==> src/rtl/cdo_pkg.sv <==
// Shared types, constants and calendar tables for the civil date offset block.
package cdo_pkg;

    // Stream widths: fields packed from bit 0 up, padded to whole bytes.
    localparam int IN_W  = 40;
    localparam int OUT_W = 48;

    // Day count of the internal base: days from 1970-01-01 plus 719468 plus one
    // whole 400-year era, so every reachable count is positive.
    localparam int DAY_W = 23;

    // Days in a 400-year era.
    localparam logic [17:0] ERA_DAYS = 18'd146097;

    // Reciprocals for division by constants (multiply, then shift).
    localparam logic [14:0] ERA_RECIP  = 15'd29398;    // 2^32 / 146097, rounded down
    localparam logic [23:0] WEEK_RECIP = 24'd9586981;  // 2^26 / 7, rounded up
    localparam logic [17:0] Q1460_RECIP = 18'd183860;  // 2^28 / 1460, rounded up
    localparam logic [17:0] YEAR_RECIP = 18'd183860;   // 2^26 / 365, rounded up
    localparam logic [12:0] Q25_RECIP  = 13'd5243;     // 2^17 / 25, rounded up

    // Internal day count of 2019-05-01, first day of the Reiwa era.
    localparam logic [DAY_W-1:0] REIWA_DAY = 23'd883582;

    // Day-of-year (March based) of the first day of each month, indexed by the
    // input month code 0..15 so that codes outside 1..12 run on linearly.
    localparam logic [8:0] MONTH_BASE [16] = '{
        9'd275, 9'd306, 9'd337, 9'd0,   9'd31,  9'd61,  9'd92,  9'd122,
        9'd153, 9'd184, 9'd214, 9'd245, 9'd275, 9'd306, 9'd337, 9'd367
    };

    // Day-of-year (March based) where each month starts, March first.
    localparam logic [8:0] MONTH_START [12] = '{
        9'd0,   9'd31,  9'd61,  9'd92,  9'd122, 9'd153,
        9'd184, 9'd214, 9'd245, 9'd275, 9'd306, 9'd337
    };

    // Pipeline control handed to the back conversion.
    typedef struct packed {
        logic adv;
        logic valid;
    } cdo_ctrl_t;

    // Result of the back conversion; year is offset by one era (400 years).
    typedef struct packed {
        logic        valid;
        logic [14:0] year_full;
        logic [3:0]  month;
        logic [4:0]  day;
        logic [2:0]  weekday;
        logic        reiwa;
    } cdo_civil_t;

endpackage

==> src/rtl/cdo_from_days.sv <==
// Seven-stage pipeline that turns an internal day count back into a civil date.
module cdo_from_days (
    input  logic                      clk,
    input  logic                      rst_n,
    input  cdo_pkg::cdo_ctrl_t        ctrl,
    input  logic [cdo_pkg::DAY_W-1:0] days,
    output cdo_pkg::cdo_civil_t       civil
);
    import cdo_pkg::*;

    logic [6:0] valid_reg;

    // Stage 1: era estimate and weekday quotient.
    logic [37:0]      era_prod;
    logic [23:0]      days_p3;
    logic [47:0]      week_prod;
    logic [DAY_W-1:0] days1_reg;
    logic [5:0]       era1_reg;
    logic [19:0]      q7_reg;

    // Stage 2: remainder within the era, weekday, era flag.
    logic [22:0] rem_full;
    logic [23:0] wd_full;
    logic [18:0] rem2_reg;
    logic [5:0]  era2_reg;
    logic [2:0]  wd2_reg;
    logic        reiwa2_reg;

    // Stage 3: corrected day of era.
    logic [17:0] doe_next;
    logic [5:0]  era_next;
    logic [17:0] doe3_reg;
    logic [5:0]  era3_reg;
    logic [2:0]  wd3_reg;
    logic        reiwa3_reg;

    // Stage 4: leap-corrected day count.
    logic [35:0] q1460_prod;
    logic [2:0]  q36524;
    logic        era_last;
    logic [17:0] t4_reg;
    logic [17:0] doe4_reg;
    logic [5:0]  era4_reg;
    logic [2:0]  wd4_reg;
    logic        reiwa4_reg;

    // Stage 5: year of era.
    logic [35:0] yoe_prod;
    logic [8:0]  yoe5_reg;
    logic [17:0] doe5_reg;
    logic [5:0]  era5_reg;
    logic [2:0]  wd5_reg;
    logic        reiwa5_reg;

    // Stage 6: day of year.
    logic [1:0]  cent;
    logic [17:0] doy_full;
    logic [8:0]  doy6_reg;
    logic [8:0]  yoe6_reg;
    logic [5:0]  era6_reg;
    logic [2:0]  wd6_reg;
    logic        reiwa6_reg;

    // Stage 7: month, day and full year.
    logic [3:0]  mp;
    logic [8:0]  day_full;
    logic [3:0]  month_next;
    logic [14:0] year_next;
    logic [14:0] year7_reg;
    logic [3:0]  month7_reg;
    logic [4:0]  day7_reg;
    logic [2:0]  wd7_reg;
    logic        reiwa7_reg;

    always_comb
    begin
        era_prod  = 38'(days) * 38'(ERA_RECIP);
        days_p3   = 24'(days) + 24'd3;
        week_prod = 48'(days_p3) * 48'(WEEK_RECIP);

        rem_full = 23'(days1_reg) - 23'(era1_reg) * 23'(ERA_DAYS);
        wd_full  = (24'(days1_reg) + 24'd3) - 24'(q7_reg) * 24'd7;

        if (rem2_reg >= 19'(ERA_DAYS))
        begin
            doe_next = 18'(rem2_reg - 19'(ERA_DAYS));
            era_next = era2_reg + 6'd1;
        end
        else
        begin
            doe_next = rem2_reg[17:0];
            era_next = era2_reg;
        end

        q1460_prod = 36'(doe3_reg) * 36'(Q1460_RECIP);
        q36524 = 3'(doe3_reg >= 18'd36524) + 3'(doe3_reg >= 18'd73048)
               + 3'(doe3_reg >= 18'd109572) + 3'(doe3_reg >= 18'd146096);
        era_last = (doe3_reg == 18'd146096);

        yoe_prod = 36'(t4_reg) * 36'(YEAR_RECIP);

        cent = 2'(yoe5_reg >= 9'd100) + 2'(yoe5_reg >= 9'd200) + 2'(yoe5_reg >= 9'd300);
        doy_full = doe5_reg - (18'(yoe5_reg) * 18'd365 + 18'(yoe5_reg[8:2]) - 18'(cent));

        mp = 4'd0;
        for (int k = 1; k < 12; k++)
        begin
            mp = mp + 4'(doy6_reg >= MONTH_START[k]);
        end
        day_full   = doy6_reg - MONTH_START[mp] + 9'd1;
        month_next = (mp < 4'd10) ? mp + 4'd3 : mp - 4'd9;
        year_next  = 15'(yoe6_reg) + 15'(era6_reg) * 15'd400 + 15'(month_next <= 4'd2);
    end

    always_ff @(posedge clk or negedge rst_n)
    begin
        if (!rst_n)
        begin
            valid_reg <= '0;
        end
        else if (ctrl.adv)
        begin
            valid_reg <= {valid_reg[5:0], ctrl.valid};
        end
    end

    always_ff @(posedge clk)
    begin
        if (ctrl.adv)
        begin
            days1_reg  <= days;
            era1_reg   <= era_prod[37:32];
            q7_reg     <= week_prod[45:26];

            rem2_reg   <= rem_full[18:0];
            era2_reg   <= era1_reg;
            wd2_reg    <= wd_full[2:0];
            reiwa2_reg <= (days1_reg >= REIWA_DAY);

            doe3_reg   <= doe_next;
            era3_reg   <= era_next;
            wd3_reg    <= wd2_reg;
            reiwa3_reg <= reiwa2_reg;

            t4_reg     <= doe3_reg - 18'(q1460_prod[34:28]) + 18'(q36524) - 18'(era_last);
            doe4_reg   <= doe3_reg;
            era4_reg   <= era3_reg;
            wd4_reg    <= wd3_reg;
            reiwa4_reg <= reiwa3_reg;

            yoe5_reg   <= yoe_prod[34:26];
            doe5_reg   <= doe4_reg;
            era5_reg   <= era4_reg;
            wd5_reg    <= wd4_reg;
            reiwa5_reg <= reiwa4_reg;

            doy6_reg   <= doy_full[8:0];
            yoe6_reg   <= yoe5_reg;
            era6_reg   <= era5_reg;
            wd6_reg    <= wd5_reg;
            reiwa6_reg <= reiwa5_reg;

            year7_reg  <= year_next;
            month7_reg <= month_next;
            day7_reg   <= day_full[4:0];
            wd7_reg    <= wd6_reg;
            reiwa7_reg <= reiwa6_reg;
        end
    end

    assign civil.valid     = valid_reg[6];
    assign civil.year_full = year7_reg;
    assign civil.month     = month7_reg;
    assign civil.day       = day7_reg;
    assign civil.weekday   = wd7_reg;
    assign civil.reiwa     = reiwa7_reg;

endmodule

==> src/rtl/civil_date_offset.sv <==
// Top level of the civil date offset block: shifts a Gregorian date by a day count.
//
// Channel   Dir  Signals                     Contents
// s_*       in   tvalid tready tdata[39:0]   start date and signed day offset
// m_*       out  tvalid tready tdata[47:0]   shifted date, weekday, Reiwa year, error
//
// Every transfer goes through ten register stages: two that build a day count,
// seven in the back conversion and the output register.
// One input transfer is taken in every cycle unless the output is stalled;
// the single pipeline enable sets that rate.
// Reset clears only the valid bits; the data registers are left as they are.
// While m_tready is low and a result waits, the whole pipeline holds and s_tready is low.
module civil_date_offset (
    input  logic                      clk,
    input  logic                      rst_n,
    input  logic                      s_tvalid,
    output logic                      s_tready,
    // Fields from bit 0: in_year[13:0], in_month[3:0], in_day[4:0], day_offset[15:0].
    input  logic [cdo_pkg::IN_W-1:0]  s_tdata,
    output logic                      m_tvalid,
    input  logic                      m_tready,
    // Fields from bit 0: out_year[13:0], out_month[3:0], out_day[4:0], weekday[2:0],
    // era_valid, era_year[12:0], range_error.
    output logic [cdo_pkg::OUT_W-1:0] m_tdata
);
    import cdo_pkg::*;

    // The whole pipeline moves together when the output can take a result.
    logic adv;

    logic [13:0]        in_year;
    logic [3:0]         in_month;
    logic [4:0]         in_day;
    logic [15:0]        day_offset;

    // Stage 1: the year is shifted back for January and February (the
    // calendar here starts in March) and forward by one era so it never
    // goes negative; the century quotient comes from a reciprocal multiply.
    logic               leap_shift;
    logic [14:0]        yp_next;
    logic [25:0]        q100_prod;
    logic               s1_valid_reg;
    logic [14:0]        yp_reg;
    logic [7:0]         q100_reg;
    logic [8:0]         bd_reg;
    logic [15:0]        off_reg;

    // Stage 2: internal day count, 365 days a year plus the leap days, plus the signed day offset.
    logic [24:0]        day_sum;
    logic               s2_valid_reg;
    logic [DAY_W-1:0]   days_reg;

    cdo_ctrl_t          ctrl;
    cdo_civil_t         civil;

    // Output stage.
    logic               range_err;
    logic [14:0]        year_sub;
    logic [13:0]        era_sub;
    logic               m_tvalid_reg;
    logic [OUT_W-1:0]   m_tdata_reg;

    assign adv      = !m_tvalid_reg || m_tready;
    assign s_tready = adv;

    assign in_year    = s_tdata[13:0];
    assign in_month   = s_tdata[17:14];
    assign in_day     = s_tdata[22:18];
    assign day_offset = s_tdata[38:23];

    always_comb
    begin
        leap_shift = (in_month <= 4'd2);
        yp_next    = 15'(in_year) + 15'd400 - 15'(leap_shift);
        q100_prod  = 26'(yp_next[14:2]) * 26'(Q25_RECIP);

        day_sum = 25'd365 * 25'(yp_reg) + 25'(yp_reg[14:2]) - 25'(q100_reg)
                + 25'(q100_reg[7:2]) + 25'(bd_reg) - 25'd1
                + {{9{off_reg[15]}}, off_reg};
    end

    always_ff @(posedge clk or negedge rst_n)
    begin
        if (!rst_n)
        begin
            s1_valid_reg <= 1'b0;
            s2_valid_reg <= 1'b0;
            m_tvalid_reg <= 1'b0;
        end
        else if (adv)
        begin
            s1_valid_reg <= s_tvalid;
            s2_valid_reg <= s1_valid_reg;
            m_tvalid_reg <= civil.valid;
        end
    end

    always_ff @(posedge clk)
    begin
        if (adv)
        begin
            yp_reg   <= yp_next;
            q100_reg <= q100_prod[24:17];
            bd_reg   <= MONTH_BASE[in_month] + 9'(in_day);
            off_reg  <= day_offset;
            days_reg <= day_sum[DAY_W-1:0];
        end
    end

    assign ctrl.adv   = adv;
    assign ctrl.valid = s2_valid_reg;

    cdo_from_days u_from_days (
        .clk   (clk),
        .rst_n (rst_n),
        .ctrl  (ctrl),
        .days  (days_reg),
        .civil (civil)
    );

    // The back conversion gives the year one era high; remove it, then test
    // the range and derive the Reiwa year.
    always_comb
    begin
        range_err = (civil.year_full < 15'd400) || (civil.year_full > 15'd10399);
        year_sub  = civil.year_full - 15'd400;
        era_sub   = year_sub[13:0] - 14'd2018;
    end

    always_ff @(posedge clk)
    begin
        if (adv)
        begin
            if (range_err)
            begin
                m_tdata_reg <= {7'd0, 1'b1, 40'd0};
            end
            else
            begin
                m_tdata_reg <= {7'd0, 1'b0,
                                civil.reiwa ? era_sub[12:0] : 13'd0,
                                civil.reiwa,
                                civil.weekday,
                                civil.day,
                                civil.month,
                                year_sub[13:0]};
            end
        end
    end

    assign m_tvalid = m_tvalid_reg;
    assign m_tdata  = m_tdata_reg;

    // A range error clears every other result field.
    assert property (@(posedge clk) disable iff (!rst_n)
        (m_tvalid && m_tdata[40]) |-> (m_tdata[39:0] == 40'd0))
        else $error("range error result carries nonzero fields");

    // A Reiwa date has a Reiwa year that matches the Gregorian year.
    assert property (@(posedge clk) disable iff (!rst_n)
        (m_tvalid && m_tdata[26]) |-> (m_tdata[39:27] == 13'(m_tdata[13:0] - 14'd2018)))
        else $error("Reiwa year does not match the shifted year");

    // A valid date has a real month, a real day and a real weekday.
    assert property (@(posedge clk) disable iff (!rst_n)
        (m_tvalid && !m_tdata[40]) |->
            (m_tdata[17:14] != 4'd0 && m_tdata[17:14] <= 4'd12 &&
             m_tdata[22:18] != 5'd0 && m_tdata[25:23] <= 3'd6))
        else $error("shifted date out of calendar bounds");

    // A result held for a stall keeps the rest of the pipeline from moving.
    assert property (@(posedge clk) disable iff (!rst_n)
        (m_tvalid && !m_tready) |=> ($stable(days_reg) && $stable(s2_valid_reg)))
        else $error("pipeline moved while the output was stalled");

endmodule
==> config.mk <==
export PLATFORM = sky130hd
export DESIGN_NAME = civil_date_offset
export DESIGN_NICKNAME = d
export VERILOG_FILES = /design/src/rtl/cdo_pkg.sv /design/src/rtl/cdo_from_days.sv /design/src/rtl/civil_date_offset.sv
export SDC_FILE = /design/constraint.sdc
export NUM_CORES = 2
export LEC_CHECK = 0
export BUFFER_PORTS_ARGS = -buffer_cell sky130_fd_sc_hd__buf_2
export CAP_MARGIN = 20
export CORE_MARGIN = 4
export CORE_UTILIZATION = 30
export CTS_CLUSTER_SIZE = 20
export DETAILED_ROUTE_END_ITERATION = 10
export SLEW_MARGIN = 20
export SYNTH_ARGS = -nofsm -noshare
export SYNTH_HDL_FRONTEND = slang
export SYNTH_SLANG_ARGS = --single-unit
==> constraint.sdc <==
create_clock -name clk -period 33.6 [get_ports clk]
set_input_delay 3.36 -clock clk [delete_from_list [all_inputs] [get_ports clk]]
set_output_delay 3.36 -clock clk [all_outputs]
set_load 0.01 [all_outputs]
==> metrics <==
Setup Skew=0.0665 ns; most common cell after layout, fill and taps aside=inv_1; wire per inst=14.0 µm; total global-route track usage=0.114; initial DRC count=854; post-route minimum period=10.71 ns; CP Max Fanout=13; vias per cell=4.37; Synth top area share=0.286; Starting Density=0.304; distinct cell type count after synthesis=78; Top FF cell, synth=edfxtp_1; Final nets=6032; post-route setup TNS=0 ns; TritonCTS clock tree=built; leading cell types in the layout, fill and taps excluded=inv_1 (1053), ha_1 (1016), fa_1 (672), edfxtp_1 (322), xnor2_1 (172); I/O pins=94; critical path arrival=11.06 ns; Port-buffer cells=85; RSZ-0062 raised after global routing=no; First-pass DRT Iterations=5; Worst setup EP type=register; Mapped Cells=4157; Final period util=0.319; crit start category=input port; outcome=finished clean; Row Count=144; dominant cells by area after synthesis=fa_1 (29%), ha_1 (27%), edfxtp_1 (21%), inv_1 (8.4%), xnor2_1 (3.2%); via count=27842; Die Ht=404 µm; number of fill cells=15426; max reg flops=41; first-pass GRT wire length=152000 µm; Pins Over Slew Limit=0; critical path's slowest cell=xor2_1; hold-fix buffer count after cts=0; fraction of registers with async set/reset=0.0301; Slew HR=0.295; final hold vios=0; sequential share of the synthesized area=0.211; Max Root-Sink Buffers=3; largest net degree at the start of global routing=79; placed wire-length estimate=74700 µm; initial antenna violation count=1; fmax=0.0934 GHz; Syn Area/Cell=11.3 µm²; #FFs+latches synth=about 330; critical path required time=33.95 ns; vias in the first global route=30034; layout cell share with drive strength beyond 1=0.0494; Die Wd=404 µm; WS Path Type=in -> reg; mapped cell area=47000 µm²; slew at the pin with the worst max-slew slack=1.05 ns; HP Class=reg -> reg; GRT Residual Overflow=0; cell mode on critical path=fa_1; CTS buffer count=41; Routed Antenna Nets=0; H-Tree Depth=2; area grow syn2layout=9.60%; Root Driver=clkbuf_16; diode count=0; Skew-Pair Late Insertion Delay=between 0.6 and 0.7 ns; DRC Markers=0; Max Cap Violations=0; total wire length=a little under 90000 µm; post_cts resized=0; number of flops mapped to enable cells by yosys=roughly 320; crit-path max cell delay=0.72 ns; Synthesis Warnings=0; die area=163000 µm²; Core ar.=about 150000 µm²; area leader, netlist=fa_1; clock transition at the registers of the reported paths=0.06 ns; setup violators final=0; setup bufs post-CTS=0; CTS sink count=332; gpl congestion=0.820
==> worst paths after layout <==
| path | cells past startpoint | slack, ns | endpoint | start |
|---|---|---|---|---|
| max | 31 | 22.89 | q100_reg[6]$_DFFE_PP_ | s_tdata[16] |
| min | 0 | 0.42 | u_from_days.era6_reg[1]$_DFFE_PP_ | u_from_days.era5_reg[1]$_DFFE_PP_ |
| max reg2reg | 32 | 24.01 | u_from_days.t4_reg[16]$_DFFE_PP_ | u_from_days.doe3_reg[12]$_DFFE_PP_ |
| min reg2reg | 0 | 0.42 | u_from_days.era6_reg[1]$_DFFE_PP_ | u_from_days.era5_reg[1]$_DFFE_PP_ |
| max in group asynchronous | 1 | 30.75 | u_from_days.valid_reg[5]$_DFFE_PN0P_ | rst_n |
| min in group asynchronous | 1 | 2.66 | m_tvalid$_DFFE_PN0P_ | rst_n |
==> final cells by class <==
type	instances	area (µm²)	area share
clock buffer	45	1050	0.0204
inverter	1053	3950	0.0768
sequential	332	9920	0.193
timing repair buffer	113	636	0.0123
tap	2044	2560	0.0497
multi-input combinational	2759	33000	0.642
clock inverter	29	330	0.00642
==> metrics by stage <==
stage | hold slack, ns | cell area [µm²] | instances | setup slack (ns) | utilization
final | 0.416 | 51500 | 6375 | 22.89 | 0.333
after global routing | 0.421 | 51500 | 6375 | 22.29 | 0.333
after CTS | 0.416 | 51500 | 6375 | 22.85 | 0.333
after detailed placement | 0.405 | 50100 | 6301 | 22.22 | 0.324
after global placement | 0.400 | 50100 | 6301 | 22.18 | 0.324
after floorplan | 0.400 | 47000 | 4163 | 17.74 | -
==> routing by layer <==
layer / part of all wire / vias up / global-route usage
met5: 0 / - / 0
met4: 0.019 / 0 / 0.0227
met3: 0.027 / 100 / 0.0133
met2: 0.50 / 298 / 0.203
met1: 0.45 / 13747 / 0.148
li1: - / 13697 / -
==> critical path, delay by kind of cell <==
family	cells	cell delay, ns
and+or+nand+nor	3	0.67
adders and majority gates	9	3.17
buffers and inverters	5	0.43
xor gates and xnor gates	2	0.80
AOI/OAI and AO/OA	12	2.63
==> synthesized netlist by cell type (all sizes together), types with 6 or more instances <==
master and instances:
ha 1016, a21o 45, o31a 7, or3 9, a31oi 13, o21a 14
clkbuf 9, a211o 8, dfrtp 10, o31ai 9, edfxtp 322, nand2b 20
a211oi 11, o21bai 19, nand4 24, mux2 10, and3 9, o21ai 71
and2 24, inv 1053, xor2 68, a21oi 127, o211ai 10, nor2 121
nand2 96, nor2b 11, nor3 42, buf 10, xnor2 173, nand3b 7
fa 672, nand3 43, or4 6
==> cells by family (layout without fill, tap and decap cells) <==
family | count (synthesis) | in the layout | synth area share
other cells | 1 | 7 | 0.0000798
simple gates | 431 | 431 | 0.0446
xor+xnor | 241 | 241 | 0.0449
compound gates | 378 | 378 | 0.0523
flops | 332 | 332 | 0.211
fa+ha+maj | 1688 | 1688 | 0.557
mux | 14 | 14 | 0.00352
buf+inv | 1072 | 1240 | 0.0864
Power is left out: the tool's default activity adds up to more than one toggle a clock period on the data nets, which glitch-free logic cannot reach.
